===== src/rtl/lfss_pkg.sv =====
// Shared types and constants of the LED fade and sleep sequencer.
`default_nettype none

package lfss_pkg;

  // Timing constants, in timer ticks.
  localparam logic [31:0] WAKE_DELAY        = 32'd31;
  localparam logic [31:0] DIMMED_WAKE_EXTRA = 32'd2003;
  localparam logic [31:0] STEP_DELAY        = 32'd7;
  localparam logic [31:0] HOLD_DELAY        = 32'd8009;
  localparam logic [31:0] DIM_STEP_EXTRA    = 32'd12;
  localparam logic [31:0] FAR_DELAY         = 32'h7FFF_FFFE;
  localparam logic [31:0] EXPIRE_LIMIT      = 32'h7FFF_FFFF;

  // Reset values of the configuration registers that are not zero.
  localparam logic [31:0] OFF_WAIT_RESET    = 32'd30011;
  localparam logic [7:0]  DIM_FLOOR_RESET   = 8'd31;

  // Configuration register indexes.
  localparam int unsigned CfgIdxW = 3;
  localparam logic [CfgIdxW-1:0] CFG_TARGET_HUE   = 3'd0;
  localparam logic [CfgIdxW-1:0] CFG_TARGET_SAT   = 3'd1;
  localparam logic [CfgIdxW-1:0] CFG_TARGET_VAL   = 3'd2;
  localparam logic [CfgIdxW-1:0] CFG_TARGET_SPEED = 3'd3;
  localparam logic [CfgIdxW-1:0] CFG_TARGET_MODE  = 3'd4;
  localparam logic [CfgIdxW-1:0] CFG_TARGET_ON    = 3'd5;
  localparam logic [CfgIdxW-1:0] CFG_OFF_WAIT     = 3'd6;
  localparam logic [CfgIdxW-1:0] CFG_DIM_FLOOR    = 3'd7;

  // Input action codes.
  typedef enum logic [1:0] {
    ACT_TICK = 2'd0,
    ACT_WAKE = 2'd1,
    ACT_KEY  = 2'd2,
    ACT_NONE = 2'd3
  } action_e;

  // Classified command passed from the front end to the back end.
  typedef enum logic [1:0] {
    CMD_TICK,
    CMD_WAKE,
    CMD_KEY,
    CMD_NOP
  } cmd_e;

  typedef struct packed {
    cmd_e        kind;
    logic        palette;
    logic [31:0] now_time;
    logic [31:0] wake_time;      // now + wake delay
    logic [31:0] wake_dim_time;  // now + wake delay + dimmed extra
    logic [31:0] far_time;       // now + far delay
  } cmd_t;

  // Configuration as seen by the back end.
  typedef struct packed {
    logic [7:0]  target_hue;
    logic [7:0]  target_sat;
    logic [7:0]  target_val;
    logic [7:0]  target_speed;
    logic [7:0]  target_mode;
    logic        target_on;
    logic [31:0] off_wait_step;  // off wait plus the step delay
    logic [7:0]  dim_floor;
  } cfg_t;

  // One result word.
  typedef struct packed {
    logic [7:0] hue;
    logic [7:0] sat;
    logic [7:0] val;
    logic [7:0] speed;
    logic [7:0] mode;
    logic       on;
  } res_t;

endpackage

`default_nettype wire


===== src/rtl/led_fade_sleep_sequencer.sv =====
// Top level of the LED fade and sleep sequencer.
//
// Input channel: an input word (action, now_time, palette_held) is taken at a
// rising edge where push is high and full is low. Result channel: while empty
// is low the oldest result word is on the cur_* and lights_on ports, and it is
// taken at a rising edge where pop is high. Every input word gives exactly one
// result word, the lighting state after that word.
// The front end classifies words into a command queue; the back end carries
// out one command per cycle while the result queue has room and writes a
// result queue. A word taken is registered in the command queue, then its
// result in the result queue, and only then is it on the result ports; one
// word per cycle is sustained while the receiver keeps popping.
// When the receiver stops popping, the result queue fills, the back end waits,
// then the command queue fills and full rises; nothing is lost.
// Reset clears both queues and puts the lighting state and registers to their
// reset values. The user writes configuration registers through cfg_we_i,
// cfg_idx_i and cfg_wdata_i only while the block is idle; nothing enforces it.
`default_nettype none

module led_fade_sleep_sequencer #(
  parameter int unsigned CMD_DEPTH = 2,
  parameter int unsigned RES_DEPTH = 2
) (
  input  wire logic        clk_i,
  input  wire logic        rst_ni,
  // Configuration write port
  input  wire logic        cfg_we_i,
  input  wire logic [2:0]  cfg_idx_i,
  input  wire logic [31:0] cfg_wdata_i,
  // Input channel
  input  wire logic        push,
  output logic             full,
  input  wire logic [1:0]  action_i,
  input  wire logic [31:0] now_time_i,
  input  wire logic        palette_held_i,
  // Result channel
  output logic             empty,
  input  wire logic        pop,
  output logic [7:0]       cur_hue_o,
  output logic [7:0]       cur_sat_o,
  output logic [7:0]       cur_val_o,
  output logic [7:0]       cur_speed_o,
  output logic [7:0]       cur_mode_o,
  output logic             lights_on_o
);

  import lfss_pkg::*;

  cfg_t cfg_q;
  cmd_t front_cmd, back_cmd;
  res_t back_res, out_res;
  logic cmd_push, cmd_full, cmd_empty, cmd_pop;
  logic res_push, res_full;

  // Configuration registers. The off wait is kept with the step delay
  // already added, as the back end always needs the sum.
  always_ff @(posedge clk_i or negedge rst_ni) begin
    if (!rst_ni) begin
      cfg_q.target_hue    <= 8'd0;
      cfg_q.target_sat    <= 8'd0;
      cfg_q.target_val    <= 8'd0;
      cfg_q.target_speed  <= 8'd0;
      cfg_q.target_mode   <= 8'd0;
      cfg_q.target_on     <= 1'b0;
      cfg_q.off_wait_step <= OFF_WAIT_RESET + STEP_DELAY;
      cfg_q.dim_floor     <= DIM_FLOOR_RESET;
    end else if (cfg_we_i) begin
      case (cfg_idx_i)
        CFG_TARGET_HUE:   cfg_q.target_hue    <= cfg_wdata_i[7:0];
        CFG_TARGET_SAT:   cfg_q.target_sat    <= cfg_wdata_i[7:0];
        CFG_TARGET_VAL:   cfg_q.target_val    <= cfg_wdata_i[7:0];
        CFG_TARGET_SPEED: cfg_q.target_speed  <= cfg_wdata_i[7:0];
        CFG_TARGET_MODE:  cfg_q.target_mode   <= cfg_wdata_i[7:0];
        CFG_TARGET_ON:    cfg_q.target_on     <= cfg_wdata_i[0];
        CFG_OFF_WAIT:     cfg_q.off_wait_step <= cfg_wdata_i + STEP_DELAY;
        CFG_DIM_FLOOR:    cfg_q.dim_floor     <= cfg_wdata_i[7:0];
        default: begin
          cfg_q <= cfg_q;
        end
      endcase
    end
  end

  // Front end: classify and queue.
  lfss_front u_front (
    .push_i         (push),
    .action_i       (action_i),
    .now_time_i     (now_time_i),
    .palette_held_i (palette_held_i),
    .q_full_i       (cmd_full),
    .q_push_o       (cmd_push),
    .cmd_o          (front_cmd)
  );

  assign full = cmd_full;

  // Command queue between front and back end.
  lfss_fifo #(
    .WIDTH ($bits(cmd_t)),
    .DEPTH (CMD_DEPTH)
  ) u_cmd_q (
    .clk_i   (clk_i),
    .rst_ni  (rst_ni),
    .push_i  (cmd_push),
    .data_i  (front_cmd),
    .full_o  (cmd_full),
    .pop_i   (cmd_pop),
    .data_o  (back_cmd),
    .empty_o (cmd_empty)
  );

  // Back end: state update.
  lfss_back u_back (
    .clk_i       (clk_i),
    .rst_ni      (rst_ni),
    .cfg_i       (cfg_q),
    .cmd_i       (back_cmd),
    .cmd_empty_i (cmd_empty),
    .cmd_pop_o   (cmd_pop),
    .res_full_i  (res_full),
    .res_push_o  (res_push),
    .res_o       (back_res)
  );

  // Result queue towards the receiver.
  lfss_fifo #(
    .WIDTH ($bits(res_t)),
    .DEPTH (RES_DEPTH)
  ) u_res_q (
    .clk_i   (clk_i),
    .rst_ni  (rst_ni),
    .push_i  (res_push),
    .data_i  (back_res),
    .full_o  (res_full),
    .pop_i   (pop),
    .data_o  (out_res),
    .empty_o (empty)
  );

  assign cur_hue_o   = out_res.hue;
  assign cur_sat_o   = out_res.sat;
  assign cur_val_o   = out_res.val;
  assign cur_speed_o = out_res.speed;
  assign cur_mode_o  = out_res.mode;
  assign lights_on_o = out_res.on;

endmodule

`default_nettype wire


===== src/rtl/lfss_fifo.sv =====
// Small register queue used between the front end, back end and result port.
`default_nettype none

module lfss_fifo #(
  parameter int unsigned WIDTH = 8,
  parameter int unsigned DEPTH = 2
) (
  input  wire logic             clk_i,
  input  wire logic             rst_ni,
  input  wire logic             push_i,
  input  wire logic [WIDTH-1:0] data_i,
  output logic                  full_o,
  input  wire logic             pop_i,
  output logic [WIDTH-1:0]      data_o,
  output logic                  empty_o
);

  localparam int unsigned ADDR_W = (DEPTH > 1) ? $clog2(DEPTH) : 1;
  localparam int unsigned CNT_W  = $clog2(DEPTH + 1);
  localparam logic [ADDR_W-1:0] LAST = ADDR_W'(DEPTH - 1);

  logic [WIDTH-1:0]  mem_q [DEPTH];
  logic [ADDR_W-1:0] wr_ptr_q, wr_ptr_d;
  logic [ADDR_W-1:0] rd_ptr_q, rd_ptr_d;
  logic [CNT_W-1:0]  cnt_q, cnt_d;
  logic              do_push, do_pop;

  assign full_o  = (cnt_q == CNT_W'(DEPTH));
  assign empty_o = (cnt_q == '0);
  assign do_push = push_i && !full_o;
  assign do_pop  = pop_i && !empty_o;
  assign data_o  = mem_q[rd_ptr_q];

  // Pointer and fill count update.
  always_comb begin
    wr_ptr_d = wr_ptr_q;
    rd_ptr_d = rd_ptr_q;
    cnt_d    = cnt_q;
    if (do_push) begin
      wr_ptr_d = (wr_ptr_q == LAST) ? '0 : wr_ptr_q + 1'b1;
    end
    if (do_pop) begin
      rd_ptr_d = (rd_ptr_q == LAST) ? '0 : rd_ptr_q + 1'b1;
    end
    if (do_push && !do_pop) begin
      cnt_d = cnt_q + 1'b1;
    end else if (do_pop && !do_push) begin
      cnt_d = cnt_q - 1'b1;
    end
  end

  always_ff @(posedge clk_i or negedge rst_ni) begin
    if (!rst_ni) begin
      wr_ptr_q <= '0;
      rd_ptr_q <= '0;
      cnt_q    <= '0;
    end else begin
      wr_ptr_q <= wr_ptr_d;
      rd_ptr_q <= rd_ptr_d;
      cnt_q    <= cnt_d;
    end
  end

  // Storage needs no reset: only written entries are ever read.
  always_ff @(posedge clk_i) begin
    if (do_push) begin
      mem_q[wr_ptr_q] <= data_i;
    end
  end

endmodule

`default_nettype wire


===== src/rtl/lfss_front.sv =====
// Front end: accepts input words, classifies the action and prepares deadlines.
`default_nettype none

module lfss_front (
  input  wire logic          push_i,
  input  wire logic [1:0]    action_i,
  input  wire logic [31:0]   now_time_i,
  input  wire logic          palette_held_i,
  input  wire logic          q_full_i,
  output logic               q_push_o,
  output lfss_pkg::cmd_t     cmd_o
);

  import lfss_pkg::*;

  action_e act;

  assign act      = action_e'(action_i);
  assign q_push_o = push_i && !q_full_i;

  // Decode the action and work out the candidate deadlines ahead of time,
  // so that the back end only has to pick one.
  always_comb begin
    cmd_o.palette       = palette_held_i;
    cmd_o.now_time      = now_time_i;
    cmd_o.wake_time     = now_time_i + WAKE_DELAY;
    cmd_o.wake_dim_time = now_time_i + (WAKE_DELAY + DIMMED_WAKE_EXTRA);
    cmd_o.far_time      = now_time_i + FAR_DELAY;
    case (act)
      ACT_TICK: cmd_o.kind = CMD_TICK;
      ACT_WAKE: cmd_o.kind = CMD_WAKE;
      ACT_KEY:  cmd_o.kind = CMD_KEY;
      ACT_NONE: cmd_o.kind = CMD_NOP;
      default:  cmd_o.kind = CMD_NOP;
    endcase
  end

endmodule

`default_nettype wire


===== src/rtl/lfss_back.sv =====
// Back end: holds the lighting state and carries out one command per cycle unless stalled.
`default_nettype none

module lfss_back (
  input  wire logic          clk_i,
  input  wire logic          rst_ni,
  input  wire lfss_pkg::cfg_t cfg_i,
  input  wire lfss_pkg::cmd_t cmd_i,
  input  wire logic          cmd_empty_i,
  output logic               cmd_pop_o,
  input  wire logic          res_full_i,
  output logic               res_push_o,
  output lfss_pkg::res_t     res_o
);

  import lfss_pkg::*;

  logic [31:0] deadline_q, deadline_d;
  logic        active_q, active_d;
  logic        dimmed_q, dimmed_d;
  logic [7:0]  hue_q, hue_d;
  logic [7:0]  sat_q, sat_d;
  logic [7:0]  val_q, val_d;
  logic [7:0]  speed_q, speed_d;
  logic [7:0]  mode_q, mode_d;
  logic        on_q, on_d;

  logic        fire;
  logic        expired;
  logic [31:0] elapsed;
  logic [31:0] dl_add;
  logic        use_add;
  logic [7:0]  hue_up, hue_down;

  assign fire       = !cmd_empty_i && !res_full_i;
  assign cmd_pop_o  = fire;
  assign res_push_o = fire;

  assign elapsed  = cmd_i.now_time - deadline_q;
  assign expired  = (elapsed < EXPIRE_LIMIT);
  assign hue_up   = cfg_i.target_hue - hue_q;
  assign hue_down = hue_q - cfg_i.target_hue;

  // Next state. Each expired-tick deadline change except the switch-off is
  // the old deadline plus one combined offset, so a single adder serves them.
  always_comb begin
    deadline_d = deadline_q;
    active_d   = active_q;
    dimmed_d   = dimmed_q;
    hue_d      = hue_q;
    sat_d      = sat_q;
    val_d      = val_q;
    speed_d    = speed_q;
    mode_d     = mode_q;
    on_d       = on_q;
    dl_add     = STEP_DELAY;
    use_add    = 1'b0;

    case (cmd_i.kind)
      CMD_WAKE: begin
        deadline_d = cmd_i.wake_time;
        active_d   = cfg_i.target_on;
      end
      CMD_KEY: begin
        deadline_d = dimmed_q ? cmd_i.wake_dim_time : cmd_i.wake_time;
        active_d   = cfg_i.target_on;
      end
      CMD_TICK: begin
        if (expired) begin
          use_add = 1'b1;
          if (active_q) begin
            on_d = 1'b1;
            if (speed_q != cfg_i.target_speed || mode_q != cfg_i.target_mode) begin
              // Fade out before switching the effect.
              if (val_q != 8'd0) begin
                val_d = val_q - 8'd1;
              end else begin
                sat_d   = 8'd0;
                speed_d = cfg_i.target_speed;
                mode_d  = cfg_i.target_mode;
              end
            end else if (val_q != cfg_i.target_val) begin
              val_d = (val_q < cfg_i.target_val) ? val_q + 8'd1 : val_q - 8'd1;
            end else if (hue_q != cfg_i.target_hue) begin
              // Hue turns the shorter way; a tie goes downwards.
              hue_d = (hue_up < hue_down) ? hue_q + 8'd1 : hue_q - 8'd1;
            end else if (sat_q != cfg_i.target_sat) begin
              sat_d = (sat_q < cfg_i.target_sat) ? sat_q + 8'd1 : sat_q - 8'd1;
            end else begin
              active_d = 1'b0;
              dimmed_d = 1'b0;
              dl_add   = STEP_DELAY + HOLD_DELAY;
            end
          end else if (!dimmed_q) begin
            if (cmd_i.palette) begin
              dl_add = STEP_DELAY + HOLD_DELAY;
            end else if (val_q > cfg_i.dim_floor) begin
              val_d  = val_q - 8'd1;
              dl_add = STEP_DELAY + DIM_STEP_EXTRA;
            end else begin
              dimmed_d = 1'b1;
              dl_add   = cfg_i.off_wait_step;
            end
          end else begin
            // Final fade: saturation first, then value, then switch off.
            if (sat_q != 8'd0) begin
              sat_d = sat_q - 8'd1;
            end else if (val_q != 8'd0) begin
              val_d = val_q - 8'd1;
            end else begin
              use_add  = 1'b0;
              deadline_d = cmd_i.far_time;
              dimmed_d = 1'b0;
              mode_d   = 8'd0;
              on_d     = 1'b0;
            end
          end
          if (use_add) begin
            deadline_d = deadline_q + dl_add;
          end
        end
      end
      CMD_NOP: begin
        deadline_d = deadline_q;
      end
      default: begin
        deadline_d = deadline_q;
      end
    endcase
  end

  // State registers, updated only when a command is carried out.
  always_ff @(posedge clk_i or negedge rst_ni) begin
    if (!rst_ni) begin
      deadline_q <= FAR_DELAY;
      active_q   <= 1'b0;
      dimmed_q   <= 1'b0;
      hue_q      <= 8'd0;
      sat_q      <= 8'd0;
      val_q      <= 8'd0;
      speed_q    <= 8'd0;
      mode_q     <= 8'd0;
      on_q       <= 1'b0;
    end else if (fire) begin
      deadline_q <= deadline_d;
      active_q   <= active_d;
      dimmed_q   <= dimmed_d;
      hue_q      <= hue_d;
      sat_q      <= sat_d;
      val_q      <= val_d;
      speed_q    <= speed_d;
      mode_q     <= mode_d;
      on_q       <= on_d;
    end
  end

  // The result word is the state after the step.
  always_comb begin
    res_o.hue   = hue_d;
    res_o.sat   = sat_d;
    res_o.val   = val_d;
    res_o.speed = speed_d;
    res_o.mode  = mode_d;
    res_o.on    = on_d;
  end

endmodule

`default_nettype wire

===== config.mk =====
export PLATFORM = sky130hd
export DESIGN_NAME = led_fade_sleep_sequencer
export DESIGN_NICKNAME = d
export VERILOG_FILES = /design/src/rtl/lfss_pkg.sv /design/src/rtl/led_fade_sleep_sequencer.sv /design/src/rtl/lfss_fifo.sv /design/src/rtl/lfss_front.sv /design/src/rtl/lfss_back.sv
export SDC_FILE = /design/constraint.sdc
export NUM_CORES = 1
export LEC_CHECK = 0
export BUFFER_PORTS_ARGS = -buffer_cell sky130_fd_sc_hd__buf_2
export CAP_MARGIN = 20
export CORE_MARGIN = 4
export CORE_UTILIZATION = 40
export CTS_CLUSTER_DIAMETER = 200
export DETAILED_ROUTE_END_ITERATION = 7
export PLACE_DENSITY_LB_ADDON = 0.25
export SLEW_MARGIN = 20
export SYNTH_ARGS = -nofsm -noshare
export SYNTH_HDL_FRONTEND = slang
export SYNTH_HIERARCHICAL = 1
export SYNTH_SLANG_ARGS = --single-unit

===== constraint.sdc =====
create_clock -name clk_i -period 6.2 [get_ports clk_i]
set_input_delay 0.62 -clock clk_i [delete_from_list [all_inputs] [get_ports clk_i]]
set_output_delay 0.62 -clock clk_i [all_outputs]
set_load 0.02 [all_outputs]

==> results.json <==
{
  "final_max_slew_viol_count": 0,
  "synth_warnings": 6,
  "ir_drop_mv": 0.311,
  "initial_core_util_pct": 40.5,
  "slew_headroom_pct": 19.5,
  "pin_count": 118,
  "dp.final_hpwl_um": 63000,
  "powerDensity_mw_per_mm2": 531,
  "max_freq_mhz": 180,
  "rrSetupSlack_ns": 0.63,
  "synth_top_area_share_pct": 34.2,
  "drt_iter0_drc": 1615,
  "endpoint_kind": "register",
  "finalCritPeriodShare_pct": 89.8,
  "skew_ns": 0.0264,
  "final_common_cell": "edfxtp_1",
  "tightest_slew_ns": 1.18,
  "cpMaxStageDelayCell": "nor3_4",
  "setup_tns_ns": 0,
  "critical_path_class": "reg -> reg",
  "syn_to_final_growth_pct": 10.1,
  "clk_latency_ns": 0.63,
  "grt_pass1_vias": 21500,
  "path_common_cell": "mux2_2",
  "arrival_ns": 5.94,
  "power.total_uw": 17700,
  "grt_pass1_wl_um": 132000,
  "grt-ovfl-total": 0,
  "vias": 21300,
  "cts_root_buffer": "clkbuf_16",
  "synth-edff-count": 344,
  "critPathLaunchType": "register",
  "synth_ff_type": "edfxtp_1",
  "wirelength_um": 87000,
  "reg2regPathDepth": 14,
  "cp_cell_sequence": "buf_4 -> mux2_2 -> ha_1 -> o21ai_1 -> a21oi_1 -> a31oi_1 -> o21ai_0 -> a221oi_1 -> a311o_1 -> nand4b_1 -> nor3_2 -> or2_2 -> nor3_4 -> mux2_2",
  "placedInstanceArea_mm2": 0.0314,
  "grt_max_degree": 132,
  "final_cell_mix": "edfxtp_1 (344), nand2_1 (170), mux2_2 (131), inv_1 (128), ha_1 (122)",
  "r2r-end": "u_res_q/mem_q[1][11]",
  "grt_use_total_pct": 21.0,
  "fp.dieW_um": 283,
  "crit_path_max_fanout": 31,
  "synth_area_mm2": 0.0302,
  "portBuffers": 117,
  "synth_area_leaders": "edfxtp_1 (34%), dfrtp_1 (10%), mux2_4 (6.0%)",
  "placed_cells": 3599,
  "rsz0062_at_grt": "false",
  "clk_pin_slew_ns": 0.06,
  "syn_nets": 2838,
  "critical_path_required_ns": 6.57,
  "drc": 0,
  "antenna_cells": 0,
  "outcome": "completed",
  "cts_buffer_depth": 3,
  "ys_seq_elements": 508,
  "drive_above_1_share_pct": 22.5,
  "leakage_uw": 0.0132,
  "final-instance-count-excl-fill": 3703,
  "rr_startpoint": "u_cmd_q/rd_ptr_q",
  "synth_cells": 2636,
  "cts_hold_buf": 0,
  "critPathMaxStageDelay_ns": 0.74,
  "drv_cap": 0,
  "finalSetupViolations": 0,
  "hold_viol_final": 0,
  "die_y_um": 283,
  "nets": 2889,
  "cts_setup_buffers": 0,
  "timing.hold.ws_ns": 0.0274,
  "coreArea_mm2": 0.0747,
  "cts.sinks": 508,
  "via_per_inst": 5.76,
  "stdcell_area_mm2": 0.0333,
  "ys_seq_area_share_pct": 47.9,
  "fillers": 6946,
  "hp-class": "in -> async",
  "cts_tree": "yes",
  "dr.pass1.iters": 6,
  "antenna_found_initial": 2,
  "die_area_mm2": 0.0800,
  "num_rows": 100,
  "finalCriticalPeriod_ns": 5.57,
  "ctsHtreeMaxLevel": 2,
  "postRouteAntennaNets": 0,
  "async_reset_ff_share_pct": 32.3,
  "yosys.area.top_type": "edfxtp_1",
  "avgSynthCellArea_um2": 11.5,
  "cts_resized": 0,
  "place_congestion": 0.981,
  "cts_buffers": 55,
  "wire_per_inst_um": 23.5,
  "synth_cell_types": 99
}
## area by class of cell
cell class,instances,area (um2),share of cell area (%)
multi-input cells,1826,14200,42.8
well taps,969,1210,3.64
inverters,129,484,1.46
repair buffers,167,992,2.98
clock buffers,63,1410,4.23
clock inverters,41,448,1.35
flip-flops and latches,508,14500,43.5
## Yosys cell counts, types with 14 or more instances
cell type  count
mux2i_1       16
or3_1         18
nor4_1        23
a22o_1        30
nor3_1        47
buf_6         17
a211oi_1      15
dfrtp_1      122
o21bai_1      14
buf_2         22
xor2_1        88
nand2b_1      20
clkbuf_1      71
buf_4         53
a31oi_1       15
and2_1        28
o21ai_0      116
nor2_1       124
o21ai_1       20
o211ai_1      24
nand4_1       62
edfxtp_1     344
inv_1        128
and3_1        31
o21a_1        28
a222oi_1      24
nand2_1      170
ha_1         122
nand3_1       69
mux2_2       131
a21o_1        48
a21oi_1      101
o22ai_1       18
nor2b_1       20
xnor2_1      113
mux2_4       121
dfstp_2       42
## stage by stage
stage / util (%) / setup WS (ns)
4_1_cts: 44.5 / 0.722
5_1_grt: 44.5 / 0.342
3_3_place_gp: 42.1 / 0.812
6_report: 44.5 / 0.631
2_1_floorplan: - / 1.33
3_5_place_dp: 42.1 / 0.730
## metal layers
layer	GRT usage (%)	share of wire (%)	vias up
met5	0	0	-
met4	6.19	3.0	0
met3	2.12	4.3	137
met2	36.5	49	615
met1	28.0	43	10700
li1	-	-	9859
## kinds of logic (layout without fill, tap and decap cells)
logic type,after synthesis,after routing,synth area share (%)
AOI/OAI and AO/OA,546,546,12.2
muxes,268,268,11.4
adders and majority gates,127,127,5.38
buffers and inverters,302,400,5.21
xor gates and xnor gates,201,201,5.82
DFF,508,508,47.9
and+or+nand+nor,684,684,12.1
## worst max-delay path by stage
stage / startpoint / end / slack [ns] / cells past startpoint
after floorplan: u_back/hue_q[3] / u_back/deadline_q[22] / 1.33 / 20
final: u_cmd_q/rd_ptr_q / u_res_q/mem_q[1][11] / 0.63 / 14
after detailed placement: u_cmd_q/rd_ptr_q / u_res_q/mem_q[0][11] / 0.73 / 14
after CTS: u_cmd_q/rd_ptr_q / u_res_q/mem_q[1][11] / 0.72 / 14
after global placement: u_cmd_q/rd_ptr_q / u_res_q/mem_q[0][13] / 0.81 / 13
after global routing: u_cmd_q/rd_ptr_q / u_res_q/mem_q[1][11] / 0.34 / 14
## report_power, final
part           leakage (uW)  total, uW  internal, uW  switching, uW
clock              0.000894       3380          1940           1440
combinational       0.00717       8760          3380           5380
sequential          0.00517       5530          4950            577
total                0.0132      17700         10300           7400
## worst max-delay path: cells and delay by family (launching register included)
kind	cells	cell delay, ns
AO/OA/AOI/OAI	6	1.77
flip-flops	1	0.72
AND/OR/NAND/NOR	4	1.32
multiplexers	2	0.79
adder cells (fa/ha/maj)	1	0.39
buffers and inverters	1	0.29
## flip-flops by register name (all words and copies together), names as in the netlist, 32 cells and up
register,count
u_back/deadline_q,32
u_res_q/mem_q,82
cfg_q,81
u_cmd_q/mem_q,262
(Power assumes the default switching activity.)
